==> src/bsc_pkg.sv <==
`timescale 1ns / 1ps
// shared types, constants and helpers for the barometric sensor compensation block
// no dependencies

package bsc_pkg;

  // field and datapath widths
  localparam int RAW_W     = 24;
  localparam int COEF_W    = 16;
  localparam int CFG_IDX_W = 3;
  localparam int DT_W      = 25;
  localparam int MUL_A_W   = 25;
  localparam int MUL_B_W   = 18;
  localparam int MUL_P_W   = MUL_A_W + MUL_B_W;
  localparam int SENS_W    = 34;
  localparam int SENS_LO_W = 17;
  localparam int OFF_W     = 36;
  localparam int ACC_W     = 58;
  localparam int DIFF_W    = 38;
  localparam int VALUE_W   = 22;

  // scalings of the compensation formulas
  localparam int TEMP_BASE      = 2000;
  localparam int TEMP_SHIFT     = 23;
  localparam int REF_TEMP_SHIFT = 8;
  localparam int OFF_REF_SHIFT  = 17;
  localparam int OFF_SHIFT      = 7;
  localparam int SENS_REF_SHIFT = 15;
  localparam int SENS_SHIFT     = 9;
  localparam int PROD_SHIFT     = 21;
  localparam int OUT_SHIFT      = 15;

  // saturation limits of the result
  localparam logic signed [DIFF_W-1:0] VALUE_MAX = DIFF_W'((64'sd1 <<< (VALUE_W - 1)) - 64'sd1);
  localparam logic signed [DIFF_W-1:0] VALUE_MIN = DIFF_W'(-(64'sd1 <<< (VALUE_W - 1)));

  // item kinds
  localparam logic OP_TEMP = 1'b0;
  localparam logic OP_PRES = 1'b1;

  // configuration register indexes
  localparam logic [CFG_IDX_W-1:0] REG_SENS_AT_REF      = 3'd0;
  localparam logic [CFG_IDX_W-1:0] REG_OFFSET_AT_REF    = 3'd1;
  localparam logic [CFG_IDX_W-1:0] REG_SENS_TEMP_COEF   = 3'd2;
  localparam logic [CFG_IDX_W-1:0] REG_OFFSET_TEMP_COEF = 3'd3;
  localparam logic [CFG_IDX_W-1:0] REG_REF_TEMPERATURE  = 3'd4;
  localparam logic [CFG_IDX_W-1:0] REG_TEMP_SLOPE       = 3'd5;

  typedef struct packed {
    logic [COEF_W-1:0] sens_at_ref;
    logic [COEF_W-1:0] offset_at_ref;
    logic [COEF_W-1:0] sens_temp_coef;
    logic [COEF_W-1:0] offset_temp_coef;
    logic [COEF_W-1:0] ref_temperature;
    logic [COEF_W-1:0] temp_slope;
  } coef_t;

  // sequencer states
  typedef enum logic [3:0] {
    ST_IDLE,
    ST_MUL_T,
    ST_FIN_T,
    ST_MUL_OFF,
    ST_MUL_SENS,
    ST_SENS,
    ST_MUL_LO,
    ST_MUL_HI,
    ST_ACC_HI,
    ST_SUB,
    ST_FIN_P
  } state_t;

  // clamp a wide signed result to the output range
  function automatic logic signed [VALUE_W-1:0] saturate(input logic signed [DIFF_W-1:0] v);
    logic signed [VALUE_W-1:0] r;
    if (v > VALUE_MAX) begin
      r = VALUE_MAX[VALUE_W-1:0];
    end else if (v < VALUE_MIN) begin
      r = VALUE_MIN[VALUE_W-1:0];
    end else begin
      r = v[VALUE_W-1:0];
    end
    return r;
  endfunction

endpackage

==> src/bsc_regs.sv <==
`timescale 1ns / 1ps
// calibration coefficient registers, written over the configuration channel
// depends on bsc_pkg

module bsc_regs (
  input  logic                            clk,
  input  logic                            rst,
  input  logic                            cfg_valid,
  input  logic                            cfg_ready,
  input  logic [bsc_pkg::CFG_IDX_W-1:0]   cfg_index,
  input  logic [bsc_pkg::COEF_W-1:0]      cfg_data,
  output bsc_pkg::coef_t                  coef
);
  import bsc_pkg::*;

  // one register per index, others ignored
  always_ff @(posedge clk) begin
    if (rst) begin
      coef <= '0;
    end else if (cfg_valid && cfg_ready) begin
      unique case (cfg_index)
        REG_SENS_AT_REF:      coef.sens_at_ref      <= cfg_data;
        REG_OFFSET_AT_REF:    coef.offset_at_ref    <= cfg_data;
        REG_SENS_TEMP_COEF:   coef.sens_temp_coef   <= cfg_data;
        REG_OFFSET_TEMP_COEF: coef.offset_temp_coef <= cfg_data;
        REG_REF_TEMPERATURE:  coef.ref_temperature  <= cfg_data;
        REG_TEMP_SLOPE:       coef.temp_slope       <= cfg_data;
        default: ;
      endcase
    end
  end

endmodule

==> src/bsc_mul.sv <==
`timescale 1ns / 1ps
// shared signed multiplier with a registered product
// depends on bsc_pkg

module bsc_mul (
  input  logic                                  clk,
  input  logic                                  en,
  input  logic signed [bsc_pkg::MUL_A_W-1:0]    a,
  input  logic signed [bsc_pkg::MUL_B_W-1:0]    b,
  output logic signed [bsc_pkg::MUL_P_W-1:0]    p
);
  import bsc_pkg::*;

  // product holds until the next issue
  always_ff @(posedge clk) begin
    if (en) begin
      p <= MUL_P_W'(a) * MUL_P_W'(b);
    end
  end

endmodule

==> src/bsc_core.sv <==
`timescale 1ns / 1ps
// sequencer and accumulators that run the compensation through the shared multiplier
// depends on bsc_pkg and a bsc_mul instance in the top level

module bsc_core (
  input  logic                                  clk,
  input  logic                                  rst,
  input  bsc_pkg::coef_t                        coef,
  input  logic                                  in_valid,
  output logic                                  in_stall,
  input  logic                                  op,
  input  logic [bsc_pkg::RAW_W-1:0]             raw_value,
  output logic                                  out_valid,
  input  logic                                  out_stall,
  output logic                                  kind,
  output logic signed [bsc_pkg::VALUE_W-1:0]    value,
  output logic                                  mul_en,
  output logic signed [bsc_pkg::MUL_A_W-1:0]    mul_a,
  output logic signed [bsc_pkg::MUL_B_W-1:0]    mul_b,
  input  logic signed [bsc_pkg::MUL_P_W-1:0]    mul_p
);
  import bsc_pkg::*;

  state_t                     state;
  state_t                     state_next;
  logic signed [DT_W-1:0]     temp_diff;
  logic [RAW_W-1:0]           raw_q;
  logic                       op_q;
  logic signed [OFF_W-1:0]    off;
  logic signed [SENS_W-1:0]   sens;
  logic signed [ACC_W-1:0]    acc;
  logic signed [DIFF_W-1:0]   diff;
  logic                       in_beat;
  logic                       out_write;
  logic signed [VALUE_W-1:0]  value_next;
  logic signed [DIFF_W-1:0]   temp_res;
  logic [DT_W-1:0]            dt_new;

  assign in_stall = (state != ST_IDLE);
  assign in_beat  = in_valid && !in_stall;

  // temperature difference of a new conversion
  assign dt_new = DT_W'({1'b0, raw_value})
                - DT_W'({coef.ref_temperature, {REF_TEMP_SHIFT{1'b0}}});

  // temperature result before clamping
  assign temp_res = DIFF_W'(mul_p >>> TEMP_SHIFT) + DIFF_W'(TEMP_BASE);

  // next state, multiplier operands and output write
  always_comb begin
    state_next = state;
    mul_en     = 1'b0;
    mul_a      = temp_diff;
    mul_b      = $signed({2'b00, coef.temp_slope});
    out_write  = 1'b0;
    value_next = saturate(temp_res);
    unique case (state)
      ST_IDLE: begin
        if (in_beat) begin
          state_next = (op == OP_TEMP) ? ST_MUL_T : ST_MUL_OFF;
        end
      end
      ST_MUL_T: begin
        mul_en     = 1'b1;
        state_next = ST_FIN_T;
      end
      ST_FIN_T: begin
        if (!out_valid || !out_stall) begin
          out_write  = 1'b1;
          state_next = ST_IDLE;
        end
      end
      ST_MUL_OFF: begin
        mul_en     = 1'b1;
        mul_b      = $signed({2'b00, coef.offset_temp_coef});
        state_next = ST_MUL_SENS;
      end
      ST_MUL_SENS: begin
        mul_en     = 1'b1;
        mul_b      = $signed({2'b00, coef.sens_temp_coef});
        state_next = ST_SENS;
      end
      ST_SENS: begin
        state_next = ST_MUL_LO;
      end
      ST_MUL_LO: begin
        mul_en     = 1'b1;
        mul_a      = $signed({1'b0, raw_q});
        mul_b      = $signed({1'b0, sens[SENS_LO_W-1:0]});
        state_next = ST_MUL_HI;
      end
      ST_MUL_HI: begin
        mul_en     = 1'b1;
        mul_a      = $signed({1'b0, raw_q});
        mul_b      = $signed({sens[SENS_W-1], sens[SENS_W-1:SENS_LO_W]});
        state_next = ST_ACC_HI;
      end
      ST_ACC_HI: begin
        state_next = ST_SUB;
      end
      ST_SUB: begin
        state_next = ST_FIN_P;
      end
      ST_FIN_P: begin
        value_next = saturate(diff >>> OUT_SHIFT);
        if (!out_valid || !out_stall) begin
          out_write  = 1'b1;
          state_next = ST_IDLE;
        end
      end
      default: begin
        state_next = ST_IDLE;
      end
    endcase
  end

  // control state
  always_ff @(posedge clk) begin
    if (rst) begin
      state     <= ST_IDLE;
      out_valid <= 1'b0;
      temp_diff <= '0;
    end else begin
      state     <= state_next;
      out_valid <= (out_valid && out_stall) || out_write;
      if (in_beat && (op == OP_TEMP)) begin
        temp_diff <= $signed(dt_new);
      end
    end
  end

  // input capture
  always_ff @(posedge clk) begin
    if (in_beat) begin
      raw_q <= raw_value;
      op_q  <= op;
    end
  end

  // accumulators stepped by the sequencer
  always_ff @(posedge clk) begin
    if (state == ST_MUL_SENS) begin
      off <= (OFF_W'($signed({1'b0, coef.offset_at_ref})) <<< OFF_REF_SHIFT)
           + OFF_W'(mul_p >>> OFF_SHIFT);
    end
    if (state == ST_SENS) begin
      sens <= (SENS_W'($signed({1'b0, coef.sens_at_ref})) <<< SENS_REF_SHIFT)
            + SENS_W'(mul_p >>> SENS_SHIFT);
    end
    if (state == ST_MUL_HI) begin
      acc <= ACC_W'(mul_p);
    end
    if (state == ST_ACC_HI) begin
      acc <= acc + (ACC_W'(mul_p) <<< SENS_LO_W);
    end
    if (state == ST_SUB) begin
      diff <= DIFF_W'(acc >>> PROD_SHIFT) - DIFF_W'(off);
    end
  end

  // output register
  always_ff @(posedge clk) begin
    if (out_write) begin
      kind  <= op_q;
      value <= value_next;
    end
  end

endmodule

==> src/baro_sensor_compensation.sv <==
`timescale 1ns / 1ps
// top level of the barometric sensor compensation block
// depends on bsc_pkg, bsc_regs, bsc_mul and bsc_core

// Takes one raw 24-bit conversion per beat, tagged temperature or pressure, and
// returns one result per beat: temperature in centidegrees, or compensated
// pressure, both clamped to a signed 22-bit range. A temperature beat also
// stores the temperature difference used by later pressure beats (zero after
// reset). All math runs on one shared 25x18 signed multiplier under a small
// sequencer, so the block takes one item at a time: a temperature item needs one
// multiply and a write step, a pressure item four multiplies plus accumulate,
// subtract and shift steps and a write step. The result sits
// in an output register, so the next item is taken while it waits to be
// collected. Coefficients are written through the configuration channel, which
// is always ready; indexes six and seven are ignored.

module baro_sensor_compensation (
  input  logic                                  clk,
  input  logic                                  rst,
  input  logic                                  cfg_valid,
  output logic                                  cfg_ready,
  input  logic [bsc_pkg::CFG_IDX_W-1:0]         cfg_index,
  input  logic [bsc_pkg::COEF_W-1:0]            cfg_data,
  input  logic                                  in_valid,
  output logic                                  in_stall,
  input  logic                                  op,
  input  logic [bsc_pkg::RAW_W-1:0]             raw_value,
  output logic                                  out_valid,
  input  logic                                  out_stall,
  output logic                                  kind,
  output logic signed [bsc_pkg::VALUE_W-1:0]    value
);
  import bsc_pkg::*;

  coef_t                      coef;
  logic                       mul_en;
  logic signed [MUL_A_W-1:0]  mul_a;
  logic signed [MUL_B_W-1:0]  mul_b;
  logic signed [MUL_P_W-1:0]  mul_p;

  assign cfg_ready = 1'b1;

  // coefficient registers
  bsc_regs u_regs (
    .clk       (clk),
    .rst       (rst),
    .cfg_valid (cfg_valid),
    .cfg_ready (cfg_ready),
    .cfg_index (cfg_index),
    .cfg_data  (cfg_data),
    .coef      (coef)
  );

  // shared multiplier
  bsc_mul u_mul (
    .clk (clk),
    .en  (mul_en),
    .a   (mul_a),
    .b   (mul_b),
    .p   (mul_p)
  );

  // sequencer and datapath
  bsc_core u_core (
    .clk       (clk),
    .rst       (rst),
    .coef      (coef),
    .in_valid  (in_valid),
    .in_stall  (in_stall),
    .op        (op),
    .raw_value (raw_value),
    .out_valid (out_valid),
    .out_stall (out_stall),
    .kind      (kind),
    .value     (value),
    .mul_en    (mul_en),
    .mul_a     (mul_a),
    .mul_b     (mul_b),
    .mul_p     (mul_p)
  );

endmodule

==> config.mk <==
export PLATFORM = sky130hd
export DESIGN_NAME = baro_sensor_compensation
export DESIGN_NICKNAME = d
export VERILOG_FILES = /design/src/bsc_pkg.sv /design/src/bsc_regs.sv /design/src/bsc_mul.sv /design/src/bsc_core.sv /design/src/baro_sensor_compensation.sv
export SDC_FILE = /design/constraint.sdc
export NUM_CORES = 2
export LEC_CHECK = 0
export BUFFER_PORTS_ARGS = -buffer_cell sky130_fd_sc_hd__buf_2
export CAP_MARGIN = 20
export CORE_ASPECT_RATIO = 0.6
export CORE_MARGIN = 2
export CORE_UTILIZATION = 25
export CTS_CLUSTER_DIAMETER = 200
export DETAILED_ROUTE_END_ITERATION = 12
export GPL_ROUTABILITY_DRIVEN = 0
export PLACE_DENSITY_LB_ADDON = 0.05
export SLEW_MARGIN = 20
export SYNTH_ARGS = -nofsm -noshare
export SYNTH_HDL_FRONTEND = slang
export SYNTH_SLANG_ARGS = --single-unit
==> constraint.sdc <==
create_clock -name clk -period 10.9 [get_ports clk]
set_input_delay 0.545 -clock clk [delete_from_list [all_inputs] [get_ports clk]]
set_output_delay 0.545 -clock clk [all_outputs]
set_load 0.005 [all_outputs]
==> metrics.md <==
| Metric | Value |
|---|---|
| Worst path max stage delay | 0.96 ns |
| Post-Syn Area | 34,190 um2 |
| Initial drt markers | 2,138 |
| HPWL Detailed | 114.6 mm |
| Normalized max-slew margin | 17.99% |
| EDFF count, synth | 225 |
| Setup Buffers After CTS | 0 |
| Final ANT Viol Nets | 0 |
| Total Die Area | 139,800 um2 |
| Longest Clk Path Bufs | 3 |
| Netlist cell types | 77 |
| Initial antenna violation count | 10 |
| Pwr per Cell Area | 94.86 nW/um2 |
| H-tree lvl count | 2 |
| Final worst path period share | 90.49% |
| Initial Utilization | 25.09% |
| Critical Path RT | 11.21 ns |
| Tmin final | 9.863 ns |
| Vias in the first global route | 25.68k |
| Worst-path clk slew | 0.07 ns |
| Grt ovf | 0 |
| Max VDD drop | 0.00009559 V |
| Final Power | 3.660 mW |
| Via Count | 25.85k |
| CTS Buf Count | 41 |
| Async SR Flop Fraction | 0% |
| First-pass GRT wire length | 196.7 mm |
| Die Span Y | 290.4 um |
| Cell repeated most along the worst path | inv_1 |
| Fin nets | 4,483 |
| Top_reg_cell synth | edfxtp_1 |
| Clock Skew | 0.03871 ns |
| Max cap viols | 0 |
| Fin util | 28.32% |
| Gate power share | 17.5% |
| Peak Freq | 101.4 MHz |
| WL per Instance | 24.61 um |
| Inst Count DP | 5,529 |
| Crit. End Element | flop |
| Worst skew pair latency | 0.62 ns |
| Rows | 105 |
| Place WS | 1.057 ns |
| Power share of the clock group | 39.9% |
| Hold-fix buffer count after cts | 0 |
| Core area | 136,200 um2 |
| Power Internal | 2.510 mW |
| Clk sinks | 351 |
| Post-Syn Instances | 3,682 |
| Final setup viols | 0 |
| Min setup slack post-route | 1.037 ns |
| HP Class | in2reg |
| DR DRC count | 0 |
| Crit Path Class | reg2reg |
| Setup TNS | 0 ns |
| Routed wire length | 138.2 mm |
| Finished Layout Cells | 5,615 |
| Slew @ Worst Pin | 1.230 ns |
| Fin. Hold Viols | 0 |
| CTS tree | built |
| Area Growth Syn to Fin | 12.86% |
| Pins Over Slew Limit | 0 |
| RSZ-0062 raised after global routing | no |
| Seq cells post-synth | 351 |
| Post-CTS sizing | 0 |
| CP Max Fanout | 17 |
| CP max stage cell | a222oi_1 |
| Largest net degree at the start of global routing | 68 |
| Seq pwr share | 42.6% |
| DR pass1 iterations | 6 |
| Root Driver | clkbuf_16 |
| DIE WIDTH | 481.4 um |
| Worst path arrival time | 10.17 ns |
| Via/cell ratio | 4.603 |
| Syn Area/Cell | 9.285 um2 |
| CP startpoint kind | flop |
| Sequential cell area fraction in the yosys report | 27.14% |
| Outcome | finished clean |
| PortBufs | 73 |
| Share of cells above drive strength 1 | 8.050% |
| All-Layer GR Usage | 19.72% |
| Switching portion of total power | 31.41% |
| Leak | 16.86 nW |
| Sw power | 1.150 mW |
| I/O pin total | 75 |
| Synth warn | 0 |
[area by class of cell]
| type | instances | area [um2] |
|---|---|---|
| Fill cell | 14620 | 97650 |
| Multi-Input combinational cell | 2595 | 22360 |
| Sequential cell | 351 | 9279 |
| Inverter | 616 | 2312 |
| Tap cell | 1819 | 2276 |
| Clock buffer | 52 | 1107 |
| Timing Repair Buffer | 152 | 984.7 |
| Clock inverter | 23 | 250.2 |
| Antenna cell | 7 | 17.52 |
[state kept, by name (all words and copies together), names as in the netlist]
signal,cells
u_core.diff,23
u_regs.coef,96
u_core.state,4
u_core.op_q,1
u_core.kind,1
u_core.acc,41
u_core.raw_q,24
u_core.value,22
u_core.sens,34
u_mul.p,43
u_core.temp_diff,25
u_core.off,36
u_core.out_valid,1
[power by group through the flow]
| stage | clock network, mW | registers [mW] | logic, mW |
|---|---|---|---|
| floorplan | 0 | 1.54 | 0.365 |
| global placement | 0 | 1.59 | 0.639 |
| detailed placement | 0 | 1.59 | 0.632 |
| CTS | 1.52 | 1.56 | 0.635 |
| global route | 1.56 | 1.57 | 0.701 |
| finish | 1.46 | 1.56 | 0.641 |
[routing by layer]
layer	GRT usage, %	part of all wire, %
met5	0	0
met2	22.14	33
met4	1.988	0.78
met3	5.929	8.8
met1	34.86	57
[metrics by stage]
step                      area, um2  hold slack, ns
after floorplan               34190          0.4003
after global routing          38570          0.1138
final                         38580          0.1443
after global placement        37070          0.4450
after detailed placement      37110          0.4446
after CTS                     38460         0.09387
[cells by family after synthesis]
group,Yosys count,synth area share (%)
buf+inv,737,8.110
compound gates,589,10.93
simple gates,1128,13.88
other cells,1,0.01097
fa+ha+maj,677,34.55
mux,50,1.555
xor+xnor,149,3.817
flops,351,27.14
[critical path, delay by kind of cell (launching register included)]
family	cells	cell delay [ns]
xor gates and xnor gates	1	0.13
buffers and inverters	9	1.14
DFF	1	0.58
and+or+nand+nor	4	1.11
AOI/OAI and AO/OA	10	3.58
adders and majority gates	7	2.96
[synthesized netlist by cell type, types with 29 or more instances]
cell type	n	area, um2
nand2b_1	43	269.0
nor2_1	343	1287
a21oi_1	221	1106
nor2b_1	29	181.4
o21ai_0	116	580.6
edfxtp_1	225	6756
nand2_1	557	2091
xnor2_1	95	832.1
inv_1	614	2305
nand3_1	37	185.2
xor2_1	54	473.0
fa_1	445	8909
ha_1	232	2903
nor3_1	31	155.2
clkbuf_1	114	427.9
dfxtp_1	126	2522
a21o_1	48	360.4
[final timing paths]
kind	startpoint	endpoint	slack, ns	depth (start not counted)
hold / removal	raw_value[11]	u_core.raw_q[11]	0.14	1
setup / recovery	u_core.state[3]	u_mul.p[42]	1.04	31
setup reg to reg	u_core.state[3]	u_mul.p[42]	1.04	31
hold reg to reg	u_regs.coef[36]	u_regs.coef[36]	0.45	2
[cells in the final DEF, fill, tap and decap left out, types with 8 or more instances in the layout]
master       n
xnor2_1     95
clkbuf_16   41
edfxtp_1   225
clkinv_2     8
mux2_2      23
xor2_1      54
a211oi_1    25
or2_2       13
o21a_1      16
mux2i_1      9
inv_1      614
nor2b_1     29
or3_1        8
nand4_1     18
nor2_1     340
o211ai_1    16
and3_1      23
ha_1       232
o31ai_1     13
nand2_1    557
mux2i_2      9
a222oi_1     9
a21boi_0     9
buf_4       75
a21o_1      48
buf_2       73
a31oi_1     11
o21bai_1    16
nor3_1      27
o21ai_0    115
fa_1       445
nand3_1     36
nand2b_1    43
dfxtp_1    126
a22oi_1     12
a21oi_1    220
Power figures use the tool's default switching activity.
